$ cat config.mk
export PLATFORM = sky130hd
export DESIGN_NAME = bdl_out_fifo
export DESIGN_NICKNAME = d
export VERILOG_FILES = /design/src/hdl/bdl_pkg.sv /design/src/hdl/bdl_out_fifo.sv
export SDC_FILE = /design/constraint.sdc
export NUM_CORES = 1
export LEC_CHECK = 0
export BUFFER_PORTS_ARGS = -buffer_cell sky130_fd_sc_hd__buf_4
export CAP_MARGIN = 30
export CORE_AREA = 2 2 178 215
export DETAILED_ROUTE_END_ITERATION = 6
export DIE_AREA = 0 0 180 217
export PLACE_DENSITY = 0.76
export SLEW_MARGIN = 20
export SYNTH_ARGS = -nofsm -noshare
export SYNTH_HDL_FRONTEND = slang
export SYNTH_SLANG_ARGS = --single-unit
export TNS_END_PERCENT = 50
$ cat constraint.sdc
create_clock -name clock -period 3.37 [get_ports clock]
set_input_delay 0.337 -clock clock [delete_from_list [all_inputs] [get_ports clock]]
set_output_delay 0.337 -clock clock [all_outputs]
set_load 0.03 [all_outputs]
$ cat src/hdl/bdl_pkg.sv
package bdl_pkg;

   // field widths
   localparam int BOND_W   = 16;
   localparam int STRAIN_W = 16;
   localparam int LEN_W    = 16;

   // datapath widths
   localparam int PROD_W = 2 * BOND_W;          // bi*bj
   localparam int TERM_W = PROD_W + STRAIN_W;   // Eij*bi*bj
   localparam int BB_W   = PROD_W + 2;          // bx^2+by^2+bz^2
   localparam int SUM_W  = TERM_W + 2;          // three terms
   localparam int Q_W    = 53;                  // full quadratic form, signed
   localparam int Q_DROP = 11;                  // low bits dropped before the root
   localparam int RAD_W  = 40;                  // radicand, Q < 2^51
   localparam int ROOT_W = RAD_W / 2;
   localparam int REM_W  = ROOT_W + 2;
   localparam int SQRT_STEPS = ROOT_W;

   // output queue
   localparam int FIFO_DEPTH = 32;
   localparam int FIFO_PTR_W = $clog2(FIFO_DEPTH);
   localparam int FIFO_CNT_W = $clog2(FIFO_DEPTH + 1);

   // register map
   localparam int CSR_INDEX_W = 3;
   localparam int CSR_DATA_W  = 16;
   localparam logic [CSR_INDEX_W-1:0] REG_STRAIN_XX = 3'd0;
   localparam logic [CSR_INDEX_W-1:0] REG_STRAIN_YY = 3'd1;
   localparam logic [CSR_INDEX_W-1:0] REG_STRAIN_ZZ = 3'd2;
   localparam logic [CSR_INDEX_W-1:0] REG_STRAIN_YZ = 3'd3;
   localparam logic [CSR_INDEX_W-1:0] REG_STRAIN_XZ = 3'd4;
   localparam logic [CSR_INDEX_W-1:0] REG_STRAIN_XY = 3'd5;
   localparam logic [CSR_INDEX_W-1:0] REG_PLANAR    = 3'd6;

   typedef struct packed {
      logic signed [STRAIN_W-1:0] xx;
      logic signed [STRAIN_W-1:0] yy;
      logic signed [STRAIN_W-1:0] zz;
      logic signed [STRAIN_W-1:0] yz;
      logic signed [STRAIN_W-1:0] xz;
      logic signed [STRAIN_W-1:0] xy;
   } bdl_strain_type;

   // one slot of the square-root chain
   typedef struct packed {
      logic              valid;
      logic              invalid;
      logic [RAD_W-1:0]  rad;
      logic [REM_W-1:0]  rem;
      logic [ROOT_W-1:0] root;
   } bdl_cell_type;

   typedef struct packed {
      logic [LEN_W-1:0] deformed_length;
      logic             invalid;
   } bdl_rsp_type;

endpackage

$ cat src/hdl/bdl_out_fifo.sv
module bdl_out_fifo import bdl_pkg::*; (
   input  logic        clock,
   input  logic        reset,
   input  logic        wr_en,
   input  bdl_rsp_type wr_data,
   input  logic        rd_en,
   output logic        rd_valid,
   output bdl_rsp_type rd_data
);

   bdl_rsp_type             mem_ff [FIFO_DEPTH];
   logic [FIFO_PTR_W-1:0]   wr_ptr_ff, wr_ptr_in;
   logic [FIFO_PTR_W-1:0]   rd_ptr_ff, rd_ptr_in;
   logic [FIFO_CNT_W-1:0]   count_ff, count_in;
   logic                    do_rd;

   assign rd_valid = (count_ff != '0);
   assign rd_data  = mem_ff[rd_ptr_ff];
   assign do_rd    = rd_en && rd_valid;

   always_comb begin
      wr_ptr_in = wr_en ? wr_ptr_ff + 1'b1 : wr_ptr_ff;
      rd_ptr_in = do_rd ? rd_ptr_ff + 1'b1 : rd_ptr_ff;
      count_in  = count_ff + FIFO_CNT_W'(wr_en) - FIFO_CNT_W'(do_rd);
   end

   always_ff @(posedge clock) begin
      if (reset) begin
         wr_ptr_ff <= '0;
         rd_ptr_ff <= '0;
         count_ff  <= '0;
      end else begin
         wr_ptr_ff <= wr_ptr_in;
         rd_ptr_ff <= rd_ptr_in;
         count_ff  <= count_in;
      end
   end

   always_ff @(posedge clock) begin
      if (wr_en) begin
         mem_ff[wr_ptr_ff] <= wr_data;
      end
   end

   // the credit count upstream must keep the queue from overflowing
   assert property (@(posedge clock) disable iff (reset)
      wr_en |-> (count_ff != FIFO_CNT_W'(FIFO_DEPTH)) || do_rd)
      else $error("output queue overflow");

   assert property (@(posedge clock) disable iff (reset)
      (count_ff == '0) |-> (wr_ptr_ff == rd_ptr_ff))
      else $error("output queue pointers disagree when empty");

endmodule

### Word-level counts from Yosys, hierarchy flattened

Memory sizes are Yosys's and may differ from the RTL's. A register that Yosys moved wholly into a read port is not among the register bits.
Cells that the tools add are included.

* add/subtract/negate cells: 4
* mux-type cells: 4
* reduce and logical (&&, ||, !) cells: 2

Operator list (number)
* 5-bit by 1-bit adder with 5-bit output, second input constant: 2
* 5-bit two-way mux: 2
* 6-bit by 1-bit adder with 6-bit output: 1
* 6-bit nonzero test: 1
* 6-bit by 1-bit subtractor with 6-bit output: 1
* 1-bit two-way mux: 2
* 1-bit logical AND: 1

* flip-flop bits (word level): 16
* memory bits (writable): 544
* bits of input ports: 21
* output and inout port bits: 18
* word-level logic and storage cells: 14
* memories kept: 1

Memories
* mem_ff: words 32, bits a word 17, read ports 1, clocked after Yosys merged registers in 1, wr ports 1, RTL line bdl_out_fifo.sv:11 `bdl_rsp_type mem_ff [FIFO_DEPTH];`

### Depth between registers and ports, before layout

* depth after elaboration: 4
* mapped depth: 13
* mapped depth without buffers: 12

### Worst setup path after synthesis

No wires, ideal clock.

* kind: input port to flip-flop
* start point: input wr_en
* end point: memory mem_ff[3][0] in the netlist's numbering (enable)
* arrival: 2.452 ns
* data required time: 2.935 ns
* setup slack: 0.484 ns
* stages: 3
* cells stage by stage: clkbuf_1 -> nand2_1 -> nor4_1

* longest elaborated chain between the ends: 2

Ends and longest elaborated chain
* start: declaration: RTL line bdl_out_fifo.sv:4 `input logic wr_en,`
* 1-bit two-way mux: RTL line bdl_out_fifo.sv:40 `if (wr_en) begin`
* 1-bit two-way mux (not written as such): RTL line bdl_out_fifo.sv:41 `mem_ff[wr_ptr_ff] <= wr_data;`
* end: declaration: RTL line bdl_out_fifo.sv:11

No other way between the ends.

==> results.md <==
- 1st-pass router iterations: 7
- Share of cells above drive strength 1: 21.3%
- Initial DRC Count: 1,370
- GR Util All Layers: 26.5%
- Peak Freq: 309 MHz
- Worst-Margin Slew: 0.844 ns
- Hold Worst Slack: 0.122 ns
- Post-DR vias/cell: 6.57
- Netlist cell types: 38
- Total Wirelength: 50,900 µm
- Final period utilization: 96.1%
- WP data required: 3.03 ns
- Leading area contributor after synthesis: edfxtp_1
- R2R depth: 4
- Final ANT Viol Nets: 0
- Register bit total from synthesis: 565
- Static leakage: 7.56 nW
- Kind of critical path: flop to primary output
- Startpoint types: flop
- Most used flip-flop cell after synthesis: edfxtp_1
- H-tree levels: 2
- Hold Vio Cnt, Final: 0
- Clk_skew: 0.0255 ns
- Total inserted antenna cells: 0
- Number of global-route vias before repair: 11,600
- Number of synthesized flops with an enable pin: 544
- Largest net degree at the start of global routing: 59
- P&R area growth vs syn: 12.4%
- Commonest non-fill, non-tap cells in the layout: 544 x edfxtp_1, 137 x mux2i_1, 101 x a22oi_1
- Setup Viol. Count Final: 0
- Root buffer cell: clkbuf_16
- First-pass GRT wire length: 75,500 µm
- DRC viols: 0
- Status: complete, no violations
- Die W: 180 µm
- Leading cell type in the layout, fill and taps excluded: edfxtp_1
- Clock insertion delay at the later pin of the skew report: 0.58 ns
- Die ar.: 39,100 µm²
- Max-cap viol count: 0
- Max VDD drop: 0.652 mV
- Setup_tns: 0 ns
- HP Class: input pin to flop
- Net count after synthesis: 1,162
- DR vias: 11,400
- Site Rows: 78
- Max Slew Vio Count: 0
- Number of port buffers: 38
- Hold depth: 2
- Starting density of the core: 58.9%
- Hpwl dp: 30,400 µm
- Slew margin rel.: 43.7%
- Total power per unit cell area: 619 nW/µm²
- RePlAce Congestion: 0.845
- CP Capture Type: primary output
- TritonCTS clock tree: yes
- Tot Pwr: 15.2 mW
- WL/cell: 29.4 µm
- Syn Inst Count: 1,128
- Final net count: 1,247
- Register area share after synthesis: 76.5%
- Fin cells: 1,730
- Async SR Flop Fraction: 0%
- Crit-path max FO: 41
- Ys Warns: 0
- Area contributors post-synth: edfxtp_1 75%, mux4_2 7.0%, mux2i_1 6.3%, a22oi_1 3.5%, dfxtp_1 1.9%
- Inst Count DP: 1,640
- Clk slew on worst S/H paths: 0.07 ns
- Core area: 37,200 µm²
- Fill cell count: 2,351
- Avg Inst Size Synth: 19.4 µm²
- Critical path arrival: 2.90 ns
- CTS max path bufs: 3
- Cts bufs inserted: 51
- RSZ-0062 raised after global routing: false
- Post-synth top area share: 74.6%
- I/O Pins: 39
- Die H: 217 µm
- Setup slack, reg-to-reg: 0.69 ns
- Fin crit period: 3.24 ns
- Core Util, Final: 66.2%
- GR Overflow Total: 0
- Synthesized cell area: 21,900 µm²
- Initial antenna violation count: 0
- Clock Sinks: 565
-- worst paths after layout --
kind                      from            end
setup reg to reg  wr_ptr_ff[4]  mem_ff[21][2]
hold reg to reg   rd_ptr_ff[4]   rd_ptr_ff[4]
hold / removal           reset   wr_ptr_ff[2]
setup / recovery          flop     rd_data[3]
-- sequential cells by signal, indices dropped and copies added (netlist names), named ones only --
signal	cells
count_ff	6
mem_ff	544
wr_ptr_ff	5
rd_ptr_ff	5
-- stage by stage --
stage               area [µm²]  setup slack (ns)
floorplan                21900             0.484
global placement         23000             0.619
detailed placement       23000             0.646
CTS                      24600            0.0340
global route             24600            0.0176
finish                   24600             0.130
-- cell families after synthesis --
kind of cell               after synthesis  synth area share, %
and+or+nand+nor                        144                 3.28
buffers and inverters                   77                 1.98
AOI/OAI and AO/OA                      115                 3.84
DFF                                    565                 76.5
muxes                                  205                 13.3
xor gates and xnor gates                 9                0.360
adders and majority gates               13                0.777
-- layer usage --
metal | part of all wire, % | global-route usage, % | wire, µm | vias up
met5 | 0 | 0 | 0 | -
met4 | 4.5 | 12.1 | 2300 | 0
met3 | 8.9 | 4.67 | 4520 | 126
met2 | 50 | 43.9 | 25500 | 616
met1 | 36 | 34.9 | 18600 | 5855
li1 | - | - | - | 4773
-- where the power goes --
group | switching (mW) | internal, mW
registers | 0.0638 | 7.78
logic | 1.15 | 0.719
clock network | 2.44 | 3.09
total | 3.65 | 11.6
-- worst max-delay path, stage by stage (launching register included) --
cell	delay, ns
dfxtp_4	0.47
buf_16	0.31
mux4_2	0.56
a22oi_1	0.39
nand4_1	0.29
buf_4	0.26
-- repair_timing --
item,4_1_cts,5_1_grt
setup endpoints to repair,0,1
setup buffers,0,0
hold buffers,0,0
gates resized for setup,0,2
-- layout make-up --
| class | instances | area, µm² | share of cell area (%) |
|---|---|---|---|
| Sequential cell | 565 | 16800 | 68.1 |
| Multi-Input combinational cell | 486 | 4810 | 19.6 |
| Clock buffer | 68 | 1410 | 5.73 |
| Timing Repair Buffer | 96 | 803 | 3.26 |
| Tap cell | 480 | 601 | 2.44 |
| Clock inverter | 22 | 170 | 0.691 |
| Inverter | 13 | 48.8 | 0.198 |
-- synth_stat cells (4+ instances only) --
| cell type | n |
|---|---|
| edfxtp_1 | 544 |
| mux2i_1 | 137 |
| a22oi_1 | 102 |
| mux4_2 | 68 |
| nand3_1 | 41 |
| nor2_1 | 37 |
| dfxtp_1 | 21 |
| buf_2 | 20 |
| clkbuf_1 | 19 |
| nand4_1 | 19 |
| buf_4 | 15 |
| nor3_1 | 14 |
| inv_1 | 13 |
| nand2_1 | 13 |
| ha_1 | 12 |
| buf_6 | 8 |
| a21oi_1 | 6 |
| xor2_1 | 6 |
| nor2b_1 | 4 |
Note: power is estimated with default switching activity, not from simulation.
