[config.mk]
export PLATFORM = sky130hd
export DESIGN_NAME = bdl_sqrt_cell
export DESIGN_NICKNAME = d
export VERILOG_FILES = /design/src/hdl/bdl_pkg.sv /design/src/hdl/bdl_sqrt_cell.sv
export SDC_FILE = /design/constraint.sdc
export NUM_CORES = 1
export LEC_CHECK = 0
export ABC_AREA = 1
export BUFFER_PORTS_ARGS = -buffer_cell sky130_fd_sc_hd__buf_2
export CORE_AREA = 5 5 108 110
export CTS_BUF_LIST = sky130_fd_sc_hd__clkbuf_8
export DETAILED_ROUTE_END_ITERATION = 8
export DIE_AREA = 0 0 113 115
export PLACE_DENSITY = 0.66
export SLEW_MARGIN = 25
export SYNTH_ARGS = -nofsm -noshare
export SYNTH_HDL_FRONTEND = slang
export SYNTH_SLANG_ARGS = --single-unit
[constraint.sdc]
create_clock -name clock -period 2 [get_ports clock]
set_input_delay 0.1 -clock clock [delete_from_list [all_inputs] [get_ports clock]]
set_output_delay 0.1 -clock clock [all_outputs]
set_load 0.05 [all_outputs]
[src/hdl/bdl_pkg.sv]
package bdl_pkg;

   // field widths
   localparam int BOND_W   = 16;
   localparam int STRAIN_W = 16;
   localparam int LEN_W    = 16;

   // datapath widths
   localparam int PROD_W = 2 * BOND_W;          // bi*bj
   localparam int TERM_W = PROD_W + STRAIN_W;   // Eij*bi*bj
   localparam int BB_W   = PROD_W + 2;          // bx^2+by^2+bz^2
   localparam int SUM_W  = TERM_W + 2;          // three terms
   localparam int Q_W    = 53;                  // full quadratic form, signed
   localparam int Q_DROP = 11;                  // low bits dropped before the root
   localparam int RAD_W  = 40;                  // radicand, Q < 2^51
   localparam int ROOT_W = RAD_W / 2;
   localparam int REM_W  = ROOT_W + 2;
   localparam int SQRT_STEPS = ROOT_W;

   // output queue
   localparam int FIFO_DEPTH = 32;
   localparam int FIFO_PTR_W = $clog2(FIFO_DEPTH);
   localparam int FIFO_CNT_W = $clog2(FIFO_DEPTH + 1);

   // register map
   localparam int CSR_INDEX_W = 3;
   localparam int CSR_DATA_W  = 16;
   localparam logic [CSR_INDEX_W-1:0] REG_STRAIN_XX = 3'd0;
   localparam logic [CSR_INDEX_W-1:0] REG_STRAIN_YY = 3'd1;
   localparam logic [CSR_INDEX_W-1:0] REG_STRAIN_ZZ = 3'd2;
   localparam logic [CSR_INDEX_W-1:0] REG_STRAIN_YZ = 3'd3;
   localparam logic [CSR_INDEX_W-1:0] REG_STRAIN_XZ = 3'd4;
   localparam logic [CSR_INDEX_W-1:0] REG_STRAIN_XY = 3'd5;
   localparam logic [CSR_INDEX_W-1:0] REG_PLANAR    = 3'd6;

   typedef struct packed {
      logic signed [STRAIN_W-1:0] xx;
      logic signed [STRAIN_W-1:0] yy;
      logic signed [STRAIN_W-1:0] zz;
      logic signed [STRAIN_W-1:0] yz;
      logic signed [STRAIN_W-1:0] xz;
      logic signed [STRAIN_W-1:0] xy;
   } bdl_strain_type;

   // one slot of the square-root chain
   typedef struct packed {
      logic              valid;
      logic              invalid;
      logic [RAD_W-1:0]  rad;
      logic [REM_W-1:0]  rem;
      logic [ROOT_W-1:0] root;
   } bdl_cell_type;

   typedef struct packed {
      logic [LEN_W-1:0] deformed_length;
      logic             invalid;
   } bdl_rsp_type;

endpackage

[src/hdl/bdl_sqrt_cell.sv]
module bdl_sqrt_cell import bdl_pkg::*; (
   input  logic         clock,
   input  logic         reset,
   input  bdl_cell_type cell_in,
   output bdl_cell_type cell_out
);

   localparam int CUR_W = REM_W + 2;

   logic [CUR_W-1:0] cur;
   logic [CUR_W-1:0] trial;
   logic             take;
   bdl_cell_type     slot_ff, slot_in;

   // one restoring step: bring down two radicand bits, try root*4+1
   always_comb begin
      cur   = {cell_in.rem, cell_in.rad[RAD_W-1 -: 2]};
      trial = CUR_W'({cell_in.root, 2'b01});
      take  = (cur >= trial);
      slot_in.valid   = cell_in.valid;
      slot_in.invalid = cell_in.invalid;
      slot_in.rad     = {cell_in.rad[RAD_W-3:0], 2'b00};
      slot_in.rem     = take ? REM_W'(cur - trial) : cur[REM_W-1:0];
      slot_in.root    = {cell_in.root[ROOT_W-2:0], take};
   end

   // advance the slot to the next cell
   always_ff @(posedge clock) begin
      if (reset) begin
         slot_ff <= '0;
      end else begin
         slot_ff <= slot_in;
      end
   end

   assign cell_out = slot_ff;

endmodule

# ---- Yosys cells after proc, flatten, opt, wreduce, memory -nomap -nowiden
# Cells that the tools add are included.
dict set report word_totals {
  regBits 84
  inputBits 86
  output_inout_bits 84
  wordCells 9
}
dict set report op_classes {
  addsub 1
  n_lt_le_gt_ge 1
  mux 1
}
# cell n
set op_table {}
lappend op_table {{>= comparator 24 x 22 -> 1 bit} 1}
lappend op_table {{2-to-1 mux 22 bit} 1}
lappend op_table {{subtractor 22 bit} 1}

# ---- Longest topological paths before layout
dict set report logic_depth {
  word_depth 2
  ltp_mapped 15
  depth_no_buf 15
}

# ---- Worst setup path after synthesis
# Ideal clock, no wire load.
dict set report synth_path {
  path_type {input -> register}
  start {in cell_in[4] (netlist bit)}
  end {reg slot_ff, in the netlist cell_out[24]}
  setup_ps 112
  arrival_ps 1436
  required_ps 1888
  slack_ps 453
  cell_stages 14
  n_path_buf 2
  cell_sequence {inv_1 > ha_1 > nand2_2 > inv_1 > nand2_1 > nand2_1 > inv_2 > nand2_2 > nand2_1 > nand4_2 > buf_6 > buf_8 > nor2_2 > nor2_1}
}
dict set report synth_via {
  elab_chain_len 2
}
# element line
set synth_rtl {}
lappend synth_rtl {{from (decl)} bdl_sqrt_cell.sv:4} ;# input bdl_cell_type cell_in,
lappend synth_rtl {{>= comparator 24 x 22 -> 1 bit} bdl_sqrt_cell.sv:19} ;# take = (cur >= trial);
lappend synth_rtl {{2-to-1 mux 22 bit} bdl_sqrt_cell.sv:23} ;# slot_in.rem = take ? REM_W'(cur - trial) : cur[REM_W-1:0];
lappend synth_rtl {{to (signal assigned)} bdl_sqrt_cell.sv:32} ;# slot_ff <= slot_in;
lappend synth_rtl {{to (decl)} bdl_sqrt_cell.sv:13} ;# bdl_cell_type slot_ff, slot_in;
# No other way between the ends.
# A chain may end at the register's enable or synchronous reset.

# ---- Worst setup path in the final report
dict set report layout_path {
  start {in cell_in[10] (netlist bit)}
  end {reg slot_ff, in the netlist cell_out[40]}
}
dict set report layout_via {
  elab_chain_len 2
  word_cells_on_any_way 3
  classes_between {add/sub (1); order compare (1); mux (1)}
}
# element line
set layout_rtl {}
lappend layout_rtl {{subtractor 22 bit or >= comparator 24 x 22 -> 1 bit (tied branches)} {bdl_sqrt_cell.sv:23, bdl_sqrt_cell.sv:19}}
lappend layout_rtl {{2-to-1 mux 22 bit *} bdl_sqrt_cell.sv:23}
# Mark *: on every way between the ends. The rest lies on a longest branch, timed or not.

==> impl_summary.log <==
[metrics] count of buffers inserted at the top-level ports: 167
[metrics] synthesis-stage register bit count: 82
[metrics] Vias per Instance: 4.26
[metrics] remaining global-route overflow: 0
[metrics] Tightest Hold Check Type: in -> reg
[metrics] share of post-route cells with drive strength above 1: between 20% and 30%
[metrics] DRT antenna net count: 0
[metrics] crit start category: input port
[metrics] result of the run: finished, final reports clean
[metrics] maximum clock path buffer count: 2
[metrics] main combinational cell family by area after synthesis: simple AND/OR/NAND/NOR gates
[metrics] # clock sinks: 82
[metrics] Yosys cell types: 27
[metrics] main area contributors after synthesis: sky130_fd_sc_hd__dfxtp_1 (40%), sky130_fd_sc_hd__nand2_1 (17%), sky130_fd_sc_hd__inv_1 (12%)
[metrics] height of the die: between 100 and 150 um
[metrics] HPWL reported at the end of detailed placement: about 9000 um
[metrics] Starting Density: 39.2%
[metrics] commonest register cell after synthesis: sky130_fd_sc_hd__dfxtp_1
[metrics] via count of the first global-routing pass: ~4,400
[metrics] minimum period implied by the final worst setup slack: around 1.9 ns
[metrics] combined area of the multi-input logic cells: approximately 2100 um2
[metrics] cell area power density: 700 nW/um2
[metrics] antenna violations before repair: 0
[metrics] number of enable-type register cells in the synthesized netlist: 0
[metrics] vias after detailed routing: approximately 4,400
[metrics] routing layer with the top usage in global route: met2
[metrics] Detailed Route WL: 12,900 um
[metrics] standard-cell row count: 38
[metrics] post-synth top area cell: sky130_fd_sc_hd__dfxtp_1
[metrics] Fmax achieved: 531 MHz
[metrics] first-pass GRT wire length: between 20,000 and 25,000 um
[metrics] met2 track demand over resource: 33.6%
[metrics] CTS buffer count: 9
[metrics] total leakage power: 3.68 nW
[metrics] worst-path cell chain: dlygate4sd3_1 -> buf_2 -> inv_1 -> ha_4 -> nand2_4 -> nor2_4 -> nand2_2 -> nor2_2 -> nand2_2 -> nand4_4 -> buf_12 -> buf_8 -> nand3_1 -> nand2_1 -> inv_1
[metrics] non-filler cells, final: between 1,000 and 1,500
[metrics] total core area: 10,600 um2
[metrics] Area Growth Syn to Fin: 53.0%
[metrics] Die Outline Area: 13,000 um2
[metrics] final worst-path cycle share: 94.1%
[metrics] sequential area share after synthesis: between 30% and 40%
[metrics] total track usage: 19.0%
[metrics] met1 track utilization from global routing: 22.9%
[metrics] H-tree Lvls: 3
[metrics] number of design rule violations left after detail routing: 0
[metrics] synth warn: 0
[metrics] pin slew with the least headroom to its limit: 0.621 ns
[metrics] pre-CTS setup slack: between 0.1 and 0.15 ns
[metrics] Filler Cells Inserted: 978
[metrics] number of DRC violations after detailed-routing iteration 0: 246
[metrics] met3 track demand over resource in global routing: 5.47%
[metrics] sequential cell area: around 1600 um2
[metrics] clock tree root buffer cell: sky130_fd_sc_hd__clkbuf_8
[metrics] Hold Violations, Final: 0
[metrics] top-area cell type share of the netlist area: 39.5%
[metrics] maximum fanout encountered on the critical timing path: 8
[metrics] register clock-pin slew on the reported worst setup and hold paths: 0.09 ns
[metrics] first-pass iteration count of the detailed router: 5
[metrics] Worst path slowest cell: sky130_fd_sc_hd__dlygate4sd3_1
[metrics] clock tree from TritonCTS: done
[metrics] worst relative slew slack: between 50% and 60%
[metrics] VDD IR max: ~370 uV
[metrics] required time at the endpoint of the critical path: approximately 2.3 ns
[metrics] Synth Cell Area: 4150 um2
[metrics] width of the die: 113 um
[metrics] Post-Synth Adder-Cell Area: about 6.6%
[metrics] Synth Area per Inst: 6.50 um2
[metrics] Max Transition Viols Final: 0
[metrics] Post-Route Utilization: 59.9%
[metrics] multiplexer fraction of the synthesized cell area: 0%
[metrics] count of nets after finishing: 995
[metrics] longest individual stage delay on the worst path: 0.54 ns
[metrics] cell count after synthesis: ~640
[metrics] CP Capture Type: register
[metrics] flip-flop count of the largest register, all copies and words added: 82
[metrics] final setup slack of the worst path: 0.118 ns
[metrics] Routed wire per std cell: 12.5 um
[metrics] total of endpoints with negative setup slack in the final report: 0
[metrics] placer congestion estimate: 0.889
[metrics] antenna fix cells: 0
[metrics] ports placed on the boundary: 170
[metrics] Post-synth ARST share: 0%
[metrics] post-synthesis xor/xnor area fraction: 1.69%
[metrics] count of max-cap constraint violations: 0
[metrics] Crit path arrival time: 2.14 ns
[metrics] start-to-end type of the worst setup path: in -> reg
[metrics] area fraction in and, or, nand and nor cells after synthesis: 35.0%
[metrics] number of instances in the placed design: 939
[metrics] share of the synthesized area in compound gates (AO/OA/AOI/OAI): 2.23%
[metrics] maximum number of pins on one net before global-route repair: 61
## routing by layer
metal / vias to the layer above / wire length (um)
met3: 17 / 1010
met2: 145 / 6130
li1: 2346 / -
met4: 0 / 192
met1: 1889 / 5570
met5: - / 0
## power by group
part / leakage, nW / switching, mW / internal, mW
sequential: 0.684 / 0.0303 / 1.76
combinational: 2.91 / 1.02 / 0.531
clock: 0.0876 / 0.649 / 0.460
## layout by cell type, fill, tap and decap left out, drive strengths merged
cell	count
nand2	192
buf	176
inv	144
nor2	124
dfxtp	82
dlygate4sd3	72
nand3	23
ha	22
a21oi	12
clkbuf	12
xnor2	6
nand3b	5
nor3	4
nand4	4
o21bai	3
o21ai	2
xor2	2
conb	2
clkinv	2
clkinvlp	2
and2	1
## area by class of cell
type,count,share of cell area [%]
clock inverter,7,0.847
timing repair buffer,251,27.3
tap,140,2.76
multi-input combinational,402,33.0
clock buffer,9,1.95
inverter,141,8.33
sequential,82,25.9
## final timing paths
path / endpoint / startpoint / slack (ns) / cells past startpoint
setup / recovery: cell_out[40] / cell_in[10] / 0.12 / 15
hold / removal: cell_out[29] / cell_in[27] / 0.02 / 3
## synthesized netlist by cell type, types with 5 or more instances
| cell | count |
|---|---|
| sky130_fd_sc_hd__nand2_2 | 6 |
| sky130_fd_sc_hd__nor2_2 | 11 |
| sky130_fd_sc_hd__nand3b_1 | 5 |
| sky130_fd_sc_hd__nand3_1 | 23 |
| sky130_fd_sc_hd__nand2_1 | 186 |
| sky130_fd_sc_hd__nor2_1 | 111 |
| sky130_fd_sc_hd__dfxtp_1 | 82 |
| sky130_fd_sc_hd__inv_1 | 137 |
| sky130_fd_sc_hd__clkbuf_1 | 7 |
| sky130_fd_sc_hd__a21oi_1 | 12 |
| sky130_fd_sc_hd__ha_1 | 22 |
| sky130_fd_sc_hd__xnor2_1 | 6 |
## logic make-up (layout without fill, tap and decap cells)
group | after synthesis | in the layout
DFF | 82 | 82
adders and majority gates | 22 | 22
buffers and inverters | 156 | 408
AOI/OAI and AO/OA | 17 | 17
other | 1 | 2
and+or+nand+nor | 353 | 353
xor gates and xnor gates | 8 | 8
## critical path, delay by kind of cell
family	cells	cell delay, ns
adders and majority gates	1	0.30
buffers and inverters	6	1.02
and+or+nand+nor	8	0.71
## what timing repair did
item | CTS | global route
hold buffers | 72 | 0
gates resized for setup | 0 | 37
buffers inserted | 0 | 2
setup endpoints to repair | 0 | 22
endpoints found under the hold margin | 72 | 0
## metrics by stage
step	hold WS, ns	power (mW)	cell area [um2]	TNS, ns
after floorplan	0.207	2.81	4160	0
after global routing	0.0390	4.72	6350	-0.0196
after CTS	0.0101	4.40	6040	0
final	0.0188	4.44	6350	0
after detailed placement	0.306	3.16	5150	0
after global placement	0.299	3.16	5150	0
Note: power is estimated with default switching activity, not from simulation.
